==> config.mk <==
export PLATFORM = sky130hd
export DESIGN_NAME = bhtp_ctrl
export DESIGN_NICKNAME = d
export VERILOG_FILES = /design/src/bhtp_pkg.sv /design/src/bhtp_ctrl.sv
export SDC_FILE = /design/constraint.sdc
export NUM_CORES = 1
export LEC_CHECK = 0
export BUFFER_PORTS_ARGS = -buffer_cell sky130_fd_sc_hd__buf_2
export CAP_MARGIN = 10
export CORE_AREA = 8 8 45 47
export DETAILED_ROUTE_END_ITERATION = 6
export DIE_AREA = 0 0 53 55
export PLACE_DENSITY = 0.61
export SYNTH_ARGS = -nofsm -noshare
export SYNTH_HDL_FRONTEND = slang
export SYNTH_SLANG_ARGS = --single-unit
==> constraint.sdc <==
create_clock -name clk -period 1.1 [get_ports clk]
set_clock_uncertainty 0.1 [all_clocks]
set_input_delay 0.055 -clock clk [delete_from_list [all_inputs] [get_ports clk]]
set_output_delay 0.055 -clock clk [all_outputs]
set_load 0.1 [all_outputs]
==> src/bhtp_pkg.sv <==
package bhtp_pkg;

	localparam int KEY_W = 64;
	localparam int VALUE_W = 32;
	localparam int SLOT_IDX_W = 10;

	localparam int DEF_HASH_BUCKETS = 256;
	localparam int DEF_BUCKET_WAYS = 4;
	localparam int DEF_TABLE_SLOTS = 1024;

	localparam int MOD_BITS = 8;
	localparam int MOD_CYCLES = KEY_W / MOD_BITS;
	localparam int MOD_CNT_W = $clog2(MOD_CYCLES);

	localparam logic MODE_LOOKUP = 1'b0;
	localparam logic MODE_INSERT = 1'b1;

	localparam logic STATUS_OK = 1'b0;
	localparam logic STATUS_FAIL = 1'b1;

	typedef struct packed {
		logic               valid;
		logic [KEY_W-1:0]   key;
		logic [VALUE_W-1:0] value;
	} entry_t;

	typedef enum logic [2:0] {
		ST_CLEAR,
		ST_IDLE,
		ST_HASH,
		ST_START,
		ST_READ,
		ST_CHECK,
		ST_DONE
	} state_t;

	typedef struct packed {
		logic load;
		logic mod_step;
		logic start_probe;
		logic clr_step;
		logic mem_rd;
		logic advance;
		logic ins_wr;
		logic res_set;
		logic res_fail;
		logic out_load;
	} cmd_t;

	typedef struct packed {
		logic clr_last;
		logic mod_last;
		logic start_oob;
		logic slot_last;
		logic rd_valid;
		logic key_match;
		logic is_insert;
		logic out_free;
	} sts_t;

endpackage

==> src/bhtp_ctrl.sv <==
module bhtp_ctrl (
	input  logic             clk,
	input  logic             arst_n,
	input  logic             req_valid,
	output logic             req_ready,
	input  bhtp_pkg::sts_t   sts,
	output bhtp_pkg::cmd_t   cmd
);

	bhtp_pkg::state_t state_q, state_d;

	always_ff @(posedge clk or negedge arst_n) begin
		if (!arst_n) begin
			state_q <= bhtp_pkg::ST_CLEAR;
		end else begin
			state_q <= state_d;
		end
	end

	always_comb begin
		state_d = state_q;
		unique case (state_q)
			bhtp_pkg::ST_CLEAR: begin
				if (sts.clr_last) begin
					state_d = bhtp_pkg::ST_IDLE;
				end
			end
			bhtp_pkg::ST_IDLE: begin
				if (req_valid) begin
					state_d = bhtp_pkg::ST_HASH;
				end
			end
			bhtp_pkg::ST_HASH: begin
				if (sts.mod_last) begin
					state_d = bhtp_pkg::ST_START;
				end
			end
			bhtp_pkg::ST_START: begin
				state_d = sts.start_oob ? bhtp_pkg::ST_DONE : bhtp_pkg::ST_READ;
			end
			bhtp_pkg::ST_READ: begin
				state_d = bhtp_pkg::ST_CHECK;
			end
			bhtp_pkg::ST_CHECK: begin
				if (!sts.rd_valid || (!sts.is_insert && sts.key_match) || sts.slot_last) begin
					state_d = bhtp_pkg::ST_DONE;
				end else begin
					state_d = bhtp_pkg::ST_READ;
				end
			end
			bhtp_pkg::ST_DONE: begin
				if (sts.out_free) begin
					state_d = bhtp_pkg::ST_IDLE;
				end
			end
			default: begin
				state_d = bhtp_pkg::ST_CLEAR;
			end
		endcase
	end

	always_comb begin
		cmd = '0;
		req_ready = 1'b0;
		unique case (state_q)
			bhtp_pkg::ST_CLEAR: begin
				cmd.clr_step = 1'b1;
			end
			bhtp_pkg::ST_IDLE: begin
				req_ready = 1'b1;
				cmd.load = req_valid;
			end
			bhtp_pkg::ST_HASH: begin
				cmd.mod_step = 1'b1;
			end
			bhtp_pkg::ST_START: begin
				if (sts.start_oob) begin
					cmd.res_set = 1'b1;
					cmd.res_fail = 1'b1;
				end else begin
					cmd.start_probe = 1'b1;
				end
			end
			bhtp_pkg::ST_READ: begin
				cmd.mem_rd = 1'b1;
			end
			bhtp_pkg::ST_CHECK: begin
				if (!sts.rd_valid) begin
					cmd.res_set = 1'b1;
					cmd.res_fail = !sts.is_insert;
					cmd.ins_wr = sts.is_insert;
				end else if (!sts.is_insert && sts.key_match) begin
					cmd.res_set = 1'b1;
				end else if (sts.slot_last) begin
					cmd.res_set = 1'b1;
					cmd.res_fail = 1'b1;
				end else begin
					cmd.advance = 1'b1;
				end
			end
			bhtp_pkg::ST_DONE: begin
				cmd.out_load = sts.out_free;
			end
			default: begin
				cmd = '0;
			end
		endcase
	end

endmodule

==> flow_metrics.env, run 1 <==
export IMPL_critPathLaunch="state_q[2]"
export IMPL_ir_drop_uv=1850
export IMPL_synth_area_per_cell_um2=8.45
export IMPL_wl_per_cell_um=13.1
export IMPL_placed_cells=84
export IMPL_p_clk_share_pct=6.2
export IMPL_clk_latency_ps=240
export IMPL_diodes=0
export IMPL_syn_area_um2=338
export IMPL_root_buffer="clkbuf_4"
export IMPL_failed_checks="negative setup slack"
export IMPL_yosys_area_top_type="dfrtp_1"
export IMPL_hpwl_um=922
export IMPL_synth_common_cells="o21ai_0, dfrtp_1, nand2_1, nor2_1"
export IMPL_post_route_drc_count=0
export IMPL_drt_wl_total_um=1260
export IMPL_total_power_mw=3.27
export IMPL_coreArea_um2=1380
export IMPL_cp_arrival_ps=1360
export IMPL_final_cell_area_um2=908
export IMPL_netlist_instances=40
export IMPL_final_max_slew_viol_count=0
export IMPL_cts_sink_count=3
export IMPL_synth_enable_flop_cells=0
export IMPL_fin_ws_ps=-417
export IMPL_grt_max_degree=10
export IMPL_grt_antenna_before_repair=0
export IMPL_cts_tree="yes"
export IMPL_io_pins=22
export IMPL_yosysSeqAreaShare_pct=22.2
export IMPL_holdWs_ps=37.2
export IMPL_dp_slack_ps=-227
export IMPL_synth_distinct_cells=24
export IMPL_hold_violations=0
export IMPL_h_tree_depth=1
export IMPL_rsz0062_at_grt="yes"
export IMPL_period_needed_ps=1520
export IMPL_grt_usage_pct=9.70
export IMPL_post_route_util_pct=65.6
export IMPL_synthXorXnorAreaFrac_pct=0
export IMPL_relSlewSlack_pct=81.0
export IMPL_die_area_um2=2920
export IMPL_synth_top_family_by_area="simple AND/OR/NAND/NOR gates"
export IMPL_clockBufferDepth=2
export IMPL_combinationalPowerShare_pct=85.9
export IMPL_p_switching_mw=1.69
export IMPL_port_buffers=21
export IMPL_worstMarginPinSlew_ps=284
export IMPL_seq_power_share_pct=7.9
export IMPL_maxCapViolCount=0
export IMPL_yosysWarnings=0
export IMPL_drive_gt1_share_pct=76.3
export IMPL_drt_first_pass_iters=4
export IMPL_power_density_nw_per_um2=3600
export IMPL_yosysTopAreaCellShare_pct=22.2
export IMPL_yosysMostFrequentCell="o21ai_0"
export IMPL_endpoint_kind="output pin"
export IMPL_status="finished with violations"
export IMPL_synth_adder_area_share_pct=0
export IMPL_core_rowCount=14
export IMPL_syn_nets=51
export IMPL_fmax_mhz=659
export IMPL_rr_startpoint="state_q[1]"
export IMPL_detail_route_antenna_nets=0
export IMPL_via_count=457
export IMPL_ys_async_sr_fraction_pct=100
export IMPL_final_cells=96
export IMPL_area_growth_pct=169
export IMPL_first_global_vias=491
export IMPL_largestRegisters="state_q (3)"
export IMPL_cts_buffers_inserted=3
export IMPL_ys_seq_elements=3
export IMPL_critPathMaxFanout=6
export IMPL_grt_overflow_total=0
export IMPL_leakage_nw=0.396
export IMPL_p_int_mw=1.58
export IMPL_crit_type="reg -> out"
export IMPL_top_register="state_q"
export IMPL_nets=92
export IMPL_critPathRequiredTime_ps=940
export IMPL_largest_reg_flops=3
export IMPL_gp_congestion=0.772
export IMPL_hp_class="in -> async"
export IMPL_finalSetupViolations=14
export IMPL_switching_share_pct=51.7
export IMPL_drt_iter0_drc=7
export IMPL_cp_start_kind="register"
export IMPL_path_clk_slew_ps=40
export IMPL_die_x_um=53
export IMPL_synth_area_top_cells="dfrtp_1, o31ai_2, and4b_1"
export IMPL_ys_flop_type="dfrtp_1"
export IMPL_tns_ps=-4460
export IMPL_yosys_area_share_simple_pct=43.7
export IMPL_fin_crit_sh_pct=138
export IMPL_placed_area_um2=786
export IMPL_synthMuxAreaShare_pct=2.96
export IMPL_initial_core_util_pct=24.4
export IMPL_die_y_um=55
export IMPL_viasPerCell=4.76
export IMPL_synth_compound_area_share_pct=24.1
export IMPL_grt_first_pass_wirelength_um=2030
==> power groups by stage <==
stage	Sequential (mW)	Combinational (mW)	Clock, mW
after floorplan	0.242	1.61	0
after global placement	0.226	2.52	0
after detailed placement	0.227	2.55	0
after CTS	0.230	2.81	0.206
after global routing	0.272	2.93	0.207
final	0.259	2.81	0.204
==> cell type report <==
class	count	area, µm²
fill	112	475
clock buffer	4	26.3
sequential	3	77.6
multi-input combinational	34	325
timing repair buffer	39	459
tap	16	20.0
==> path summary, 6_finish.rpt <==
kind,to,slack (ps),cells past startpoint
min in group clk,state_q[1],50,3
setup / recovery,cmd[6],-420,4
hold / removal,state_q[0],40,2
hold reg to reg,state_q[0],550,2
setup reg to reg,state_q[0],-190,5
max in group asynchronous,state_q[2],740,2
==> cells in the final DEF, fill, tap and decap left out, drive strengths merged, types with 2 or more instances in the layout <==
master,n
buf,38
o21ai,5
clkbuf,4
nor2,4
nand2,3
dfrtp,3
nor3b,2
nand3b,2
nor2b,2
and2b,2
nand2b,2
o31ai,2
and4b,2
==> critical path, stage by stage (launching register included) <==
cell,delay (ps)
dfrtp_2,440
buf_4,150
buf_6,120
nor3_4,200
buf_12,200
==> timing repair <==
item                       in CTS  in global routing
pin swaps                       4                  7
setup endpoints to repair      14                 14
hold buffers                    1                  0
buffers inserted                7                  2
resized for setup               3                  8
hold endpoints to repair        3                  0
==> metal layers <==
| layer | global-route usage [%] | vias up | share of wire (%) |
|---|---|---|---|
| met5 | 0 | - | 0 |
| li1 | - | 225 | - |
| met4 | 9.05 | 0 | 2.1 |
| met3 | 3.48 | 3 | 8.3 |
| met2 | 17.0 | 18 | 55 |
| met1 | 8.58 | 211 | 34 |
==> kinds of logic after synthesis <==
group	Yosys count
buffers and inverters	3
muxes	1
and+or+nand+nor	23
DFF	3
AOI/OAI and AO/OA	10
(Power assumes the default switching activity.)
==> inputs of run 2 (changes only) <==
--- a/config.mk
+++ b/config.mk
@@ -7,10 +7,11 @@
 export LEC_CHECK = 0
 export BUFFER_PORTS_ARGS = -buffer_cell sky130_fd_sc_hd__buf_2
 export CAP_MARGIN = 10
-export CORE_AREA = 8 8 45 47
+export CELL_PAD_IN_SITES_DETAIL_PLACEMENT = 0
+export CELL_PAD_IN_SITES_GLOBAL_PLACEMENT = 1
+export CORE_UTILIZATION = 26
 export DETAILED_ROUTE_END_ITERATION = 6
-export DIE_AREA = 0 0 53 55
-export PLACE_DENSITY = 0.61
+export PLACE_DENSITY = 0.81
 export SYNTH_ARGS = -nofsm -noshare
 export SYNTH_HDL_FRONTEND = slang
 export SYNTH_SLANG_ARGS = --single-unit
==> flow_metrics.env, run 2 (synthesis results as in run 1) <==
export IMPL_status="finished with violations"
export IMPL_failed_checks="negative setup slack"
export IMPL_final_max_slew_viol_count=0
export IMPL_endpoint_kind="output pin"
export IMPL_grt_overflow_total=0
export IMPL_post_route_drc_count=0
export IMPL_fin_ws_ps=-462
export IMPL_critPathMaxFanout=4
export IMPL_cts_buffers_inserted=3
export IMPL_area_growth_pct=150
export IMPL_fmax_mhz=640
export IMPL_viasPerCell=4.77
export IMPL_root_buffer="clkbuf_4"
export IMPL_crit_type="reg -> out"
export IMPL_die_x_um=38.0
export IMPL_cp_arrival_ps=1410
export IMPL_grt_usage_pct=16.9
export IMPL_relSlewSlack_pct=82.6
export IMPL_die_y_um=38.0
export IMPL_cp_num_buf_inv=1
export IMPL_gp_congestion=0.749
export IMPL_slowest_delay_ps=400
export IMPL_nets=91
export IMPL_hpwl_um=888
export IMPL_drt_first_pass_iters=2
export IMPL_path_clk_slew_ps=40
export IMPL_hold_violations=0
export IMPL_final_common_cell="buf_4"
export IMPL_final_cell_area_um2=843
export IMPL_critPathRequiredTime_ps=940
export IMPL_crit_path_top_delay_cell="dfrtp_1"
export IMPL_die_area_um2=1450
export IMPL_coreArea_um2=1160
export IMPL_grt_max_degree=9
export IMPL_io_pins=22
export IMPL_diodes=0
export IMPL_holdWs_ps=51.9
export IMPL_dp_slack_ps=-197
export IMPL_finalSetupViolations=14
export IMPL_wl_per_cell_um=12.3
export IMPL_top_register="state_q"
export IMPL_cts_tree="yes"
export IMPL_grt_first_pass_wirelength_um=1650
export IMPL_first_global_vias=400
export IMPL_clk_latency_ps=240
export IMPL_h_tree_depth=1
export IMPL_maxCapViolCount=0
export IMPL_via_count=444
export IMPL_grt_antenna_before_repair=0
export IMPL_port_buffers=21
export IMPL_largestRegisters="state_q (3)"
export IMPL_cp_cell_sequence="nand3b_1 -> and2b_4 -> buf_12"
export IMPL_hp_class="in -> async"
export IMPL_cp_start_kind="register"
export IMPL_core_rowCount=12
export IMPL_detail_route_antenna_nets=0
export IMPL_rsz0062_at_grt="yes"
export IMPL_clockBufferDepth=2
export IMPL_initial_core_util_pct=29.2
export IMPL_largest_reg_flops=3
export IMPL_fin_crit_sh_pct=142
export IMPL_drive_gt1_share_pct=72.2
export IMPL_worstMarginPinSlew_ps=261
export IMPL_period_needed_ps=1560
export IMPL_placed_area_um2=781
export IMPL_cts_sink_count=3
export IMPL_drt_wl_total_um=1150
export IMPL_crit_family="simple AND/OR/NAND/NOR gates"
export IMPL_drt_iter0_drc=2
export IMPL_layout_common_cells="buf_4, buf_12, buf_2"
-- run 2: timing repair --
action                     CTS  global route
hold buffers                 1             0
gates resized for setup      1             0
setup buffers                2             1
hold endpoints to repair     3             0
setup endpoints to repair   13            14
pin swaps                    3             0
-- run 2: metal layers --
layer  global-route usage [%]  vias up  routed length [µm]
li1                         -      223                   -
met2                     25.4       12                 563
met5                        0        -                   0
met4                     7.14        0                  19
met3                     7.56        4                  51
met1                     20.6      205                 513
-- run 2: area by class of cell --
| type | count | area [µm²] |
|---|---|---|
| flip-flops and latches | 3 | 76.3 |
| multi-input cells | 34 | 319 |
| fillers | 74 | 313 |
| repair buffers | 38 | 404 |
| well taps | 14 | 17.5 |
| clock buffers | 4 | 26.3 |
-- run 2: path summary, 6_finish.rpt --
kind	startpoint	end	slack, ps	cells past startpoint
max	state_q[1]	cmd[3]	-460	3
min	arst_n	state_q[2]	50	2
max reg2reg	state_q[1]	state_q[1]	-210	4
min reg2reg	state_q[2]	state_q[0]	590	3
max in group asynchronous	arst_n	state_q[2]	720	2
min in group clk	req_valid	state_q[0]	50	4
-- run 2: per-stage QoR --
| step | instances | util, % | TNS [ps] |
|---|---|---|---|
| 2_1_floorplan | 40 | - | -4340 |
| 3_3_place_gp | 85 | 67.5 | -1390 |
| 3_5_place_dp | 85 | 67.5 | -1820 |
| 4_1_cts | 92 | 72.3 | -4580 |
| 5_1_grt | 93 | 72.9 | -5320 |
| 6_report | 93 | 72.9 | -4720 |
-- run 2: worst reg2reg max path, stage by stage, from the launching register on --
cell and delay (ps):
dfrtp_1 400, buf_4 180, nand2b_4 160, buf_4 130, o31ai_2 240
Power of run 2 is not shown: default switching activity piles up to over one toggle a cycle in this logic, so the estimate is an artifact.
==> inputs of run 3 (changes only) <==
--- a/config.mk
+++ b/config.mk
@@ -12,6 +12,7 @@
 export CORE_UTILIZATION = 26
 export DETAILED_ROUTE_END_ITERATION = 6
 export PLACE_DENSITY = 0.81
+export SKIP_CTS_REPAIR_TIMING = 1
 export SYNTH_ARGS = -nofsm -noshare
 export SYNTH_HDL_FRONTEND = slang
 export SYNTH_SLANG_ARGS = --single-unit
==> flow_metrics.env, run 3 (synthesis results as in run 1) <==
export IMPL_die_y_um=38.0
export IMPL_path_clk_slew_ps=40
export IMPL_cts_tree="yes"
export IMPL_drt_wl_total_um=1110
export IMPL_grt_first_pass_wirelength_um=1560
export IMPL_hp_class="in -> async"
export IMPL_io_pins=22
export IMPL_placed_cells=85
export IMPL_cts_sink_count=3
export IMPL_area_growth_pct=149
export IMPL_first_global_vias=377
export IMPL_critPathRequiredTime_ps=940
export IMPL_detail_route_antenna_nets=0
export IMPL_worstMarginPinSlew_ps=261
export IMPL_grt_overflow_total=0
export IMPL_viasPerCell=4.91
export IMPL_cp_arrival_ps=1400
export IMPL_cp_start_kind="register"
export IMPL_largestRegisters="state_q (3)"
export IMPL_grt_max_degree=10
export IMPL_critPathMaxFanout=4
export IMPL_coreArea_um2=1160
export IMPL_drive_gt1_share_pct=72.2
export IMPL_top_register="state_q"
export IMPL_clockBufferDepth=2
export IMPL_gp_congestion=0.749
export IMPL_fill_cells=76
export IMPL_crit_path_top_delay_cell="dfrtp_1"
export IMPL_drt_iter0_drc=6
export IMPL_slowest_delay_ps=390
export IMPL_relSlewSlack_pct=82.6
export IMPL_fin_ws_ps=-450
export IMPL_drt_first_pass_iters=3
export IMPL_maxCapViolCount=0
export IMPL_final_common_cell="buf_4"
export IMPL_cp_cell_sequence="nand3b_1 -> and2b_4 -> buf_12"
export IMPL_layout_common_cells="buf_4, buf_12, buf_2"
export IMPL_clk_latency_ps=240
export IMPL_dp_slack_ps=-197
export IMPL_final_cells=93
export IMPL_root_buffer="clkbuf_4"
export IMPL_endpoint_kind="output pin"
export IMPL_crit_type="reg -> out"
export IMPL_via_count=457
export IMPL_finalSetupViolations=14
export IMPL_largest_reg_flops=3
export IMPL_failed_checks="negative setup slack"
export IMPL_h_tree_depth=1
export IMPL_final_max_slew_viol_count=0
export IMPL_grt_antenna_before_repair=0
export IMPL_fmax_mhz=645
export IMPL_period_needed_ps=1550
export IMPL_fin_crit_sh_pct=141
export IMPL_wl_per_cell_um=11.9
export IMPL_port_buffers=21
export IMPL_die_x_um=38.0
export IMPL_nets=91
export IMPL_cts_buffers_inserted=3
export IMPL_hpwl_um=888
export IMPL_status="finished with violations"
export IMPL_rsz0062_at_grt="yes"
export IMPL_diodes=0
export IMPL_post_route_drc_count=0
export IMPL_die_area_um2=1450
export IMPL_hold_violations=0
export IMPL_core_rowCount=12
export IMPL_initial_core_util_pct=29.2
export IMPL_grt_usage_pct=16.1
[run 3: per-layer routing]
| layer | GRT usage, % | up-vias | part of all wire, % |
|---|---|---|---|
| li1 | - | 226 | - |
| met1 | 20.3 | 219 | 43 |
| met2 | 24.2 | 10 | 52 |
| met3 | 6.98 | 2 | 4.1 |
| met4 | 5.36 | 0 | 0.81 |
| met5 | 0 | - | 0 |
[run 3: path summary, 6_finish.rpt]
| kind | start | endpoint | slack (ps) | depth (start not counted) |
|---|---|---|---|---|
| setup / recovery | state_q[1] | cmd[3] | -450 | 3 |
| hold / removal | arst_n | state_q[2] | 50 | 2 |
| setup reg to reg | state_q[1] | state_q[1] | -200 | 4 |
| hold reg to reg | state_q[2] | state_q[2] | 580 | 3 |
| max in group asynchronous | arst_n | state_q[2] | 720 | 2 |
| min in group clk | req_valid | state_q[0] | 50 | 4 |
[run 3: cell type report]
| class | instances | area [µm²] | area share, % |
|---|---|---|---|
| clock buffer | 4 | 26.3 | 3.13 |
| multi-input combinational | 34 | 319 | 38.0 |
| sequential | 3 | 76.3 | 9.09 |
| tap | 14 | 17.5 | 2.09 |
| timing repair buffer | 38 | 400 | 47.7 |
[run 3: worst max-delay path: cells and delay by family (launching register included)]
| kind | cells | cell delay, ps |
|---|---|---|
| buf+inv | 1 | 170 |
| simple gates | 2 | 590 |
| flops | 1 | 390 |
[run 3: metrics by stage]
| stage | utilization (%) | hold WS [ps] | setup TNS [ps] | area (µm²) |
|---|---|---|---|---|
| 6_report | 72.6 | 51.4 | -4610 | 840 |
| 5_1_grt | 72.6 | 64.1 | -5260 | 840 |
| 4_1_cts | 69.8 | -493 | -4700 | 807 |
| 3_5_place_dp | 67.5 | -238 | -1820 | 781 |
| 3_3_place_gp | 67.5 | -245 | -1390 | 781 |
| 2_1_floorplan | - | -341 | -4340 | 419 |
Power of run 3 is left out for the same reason.
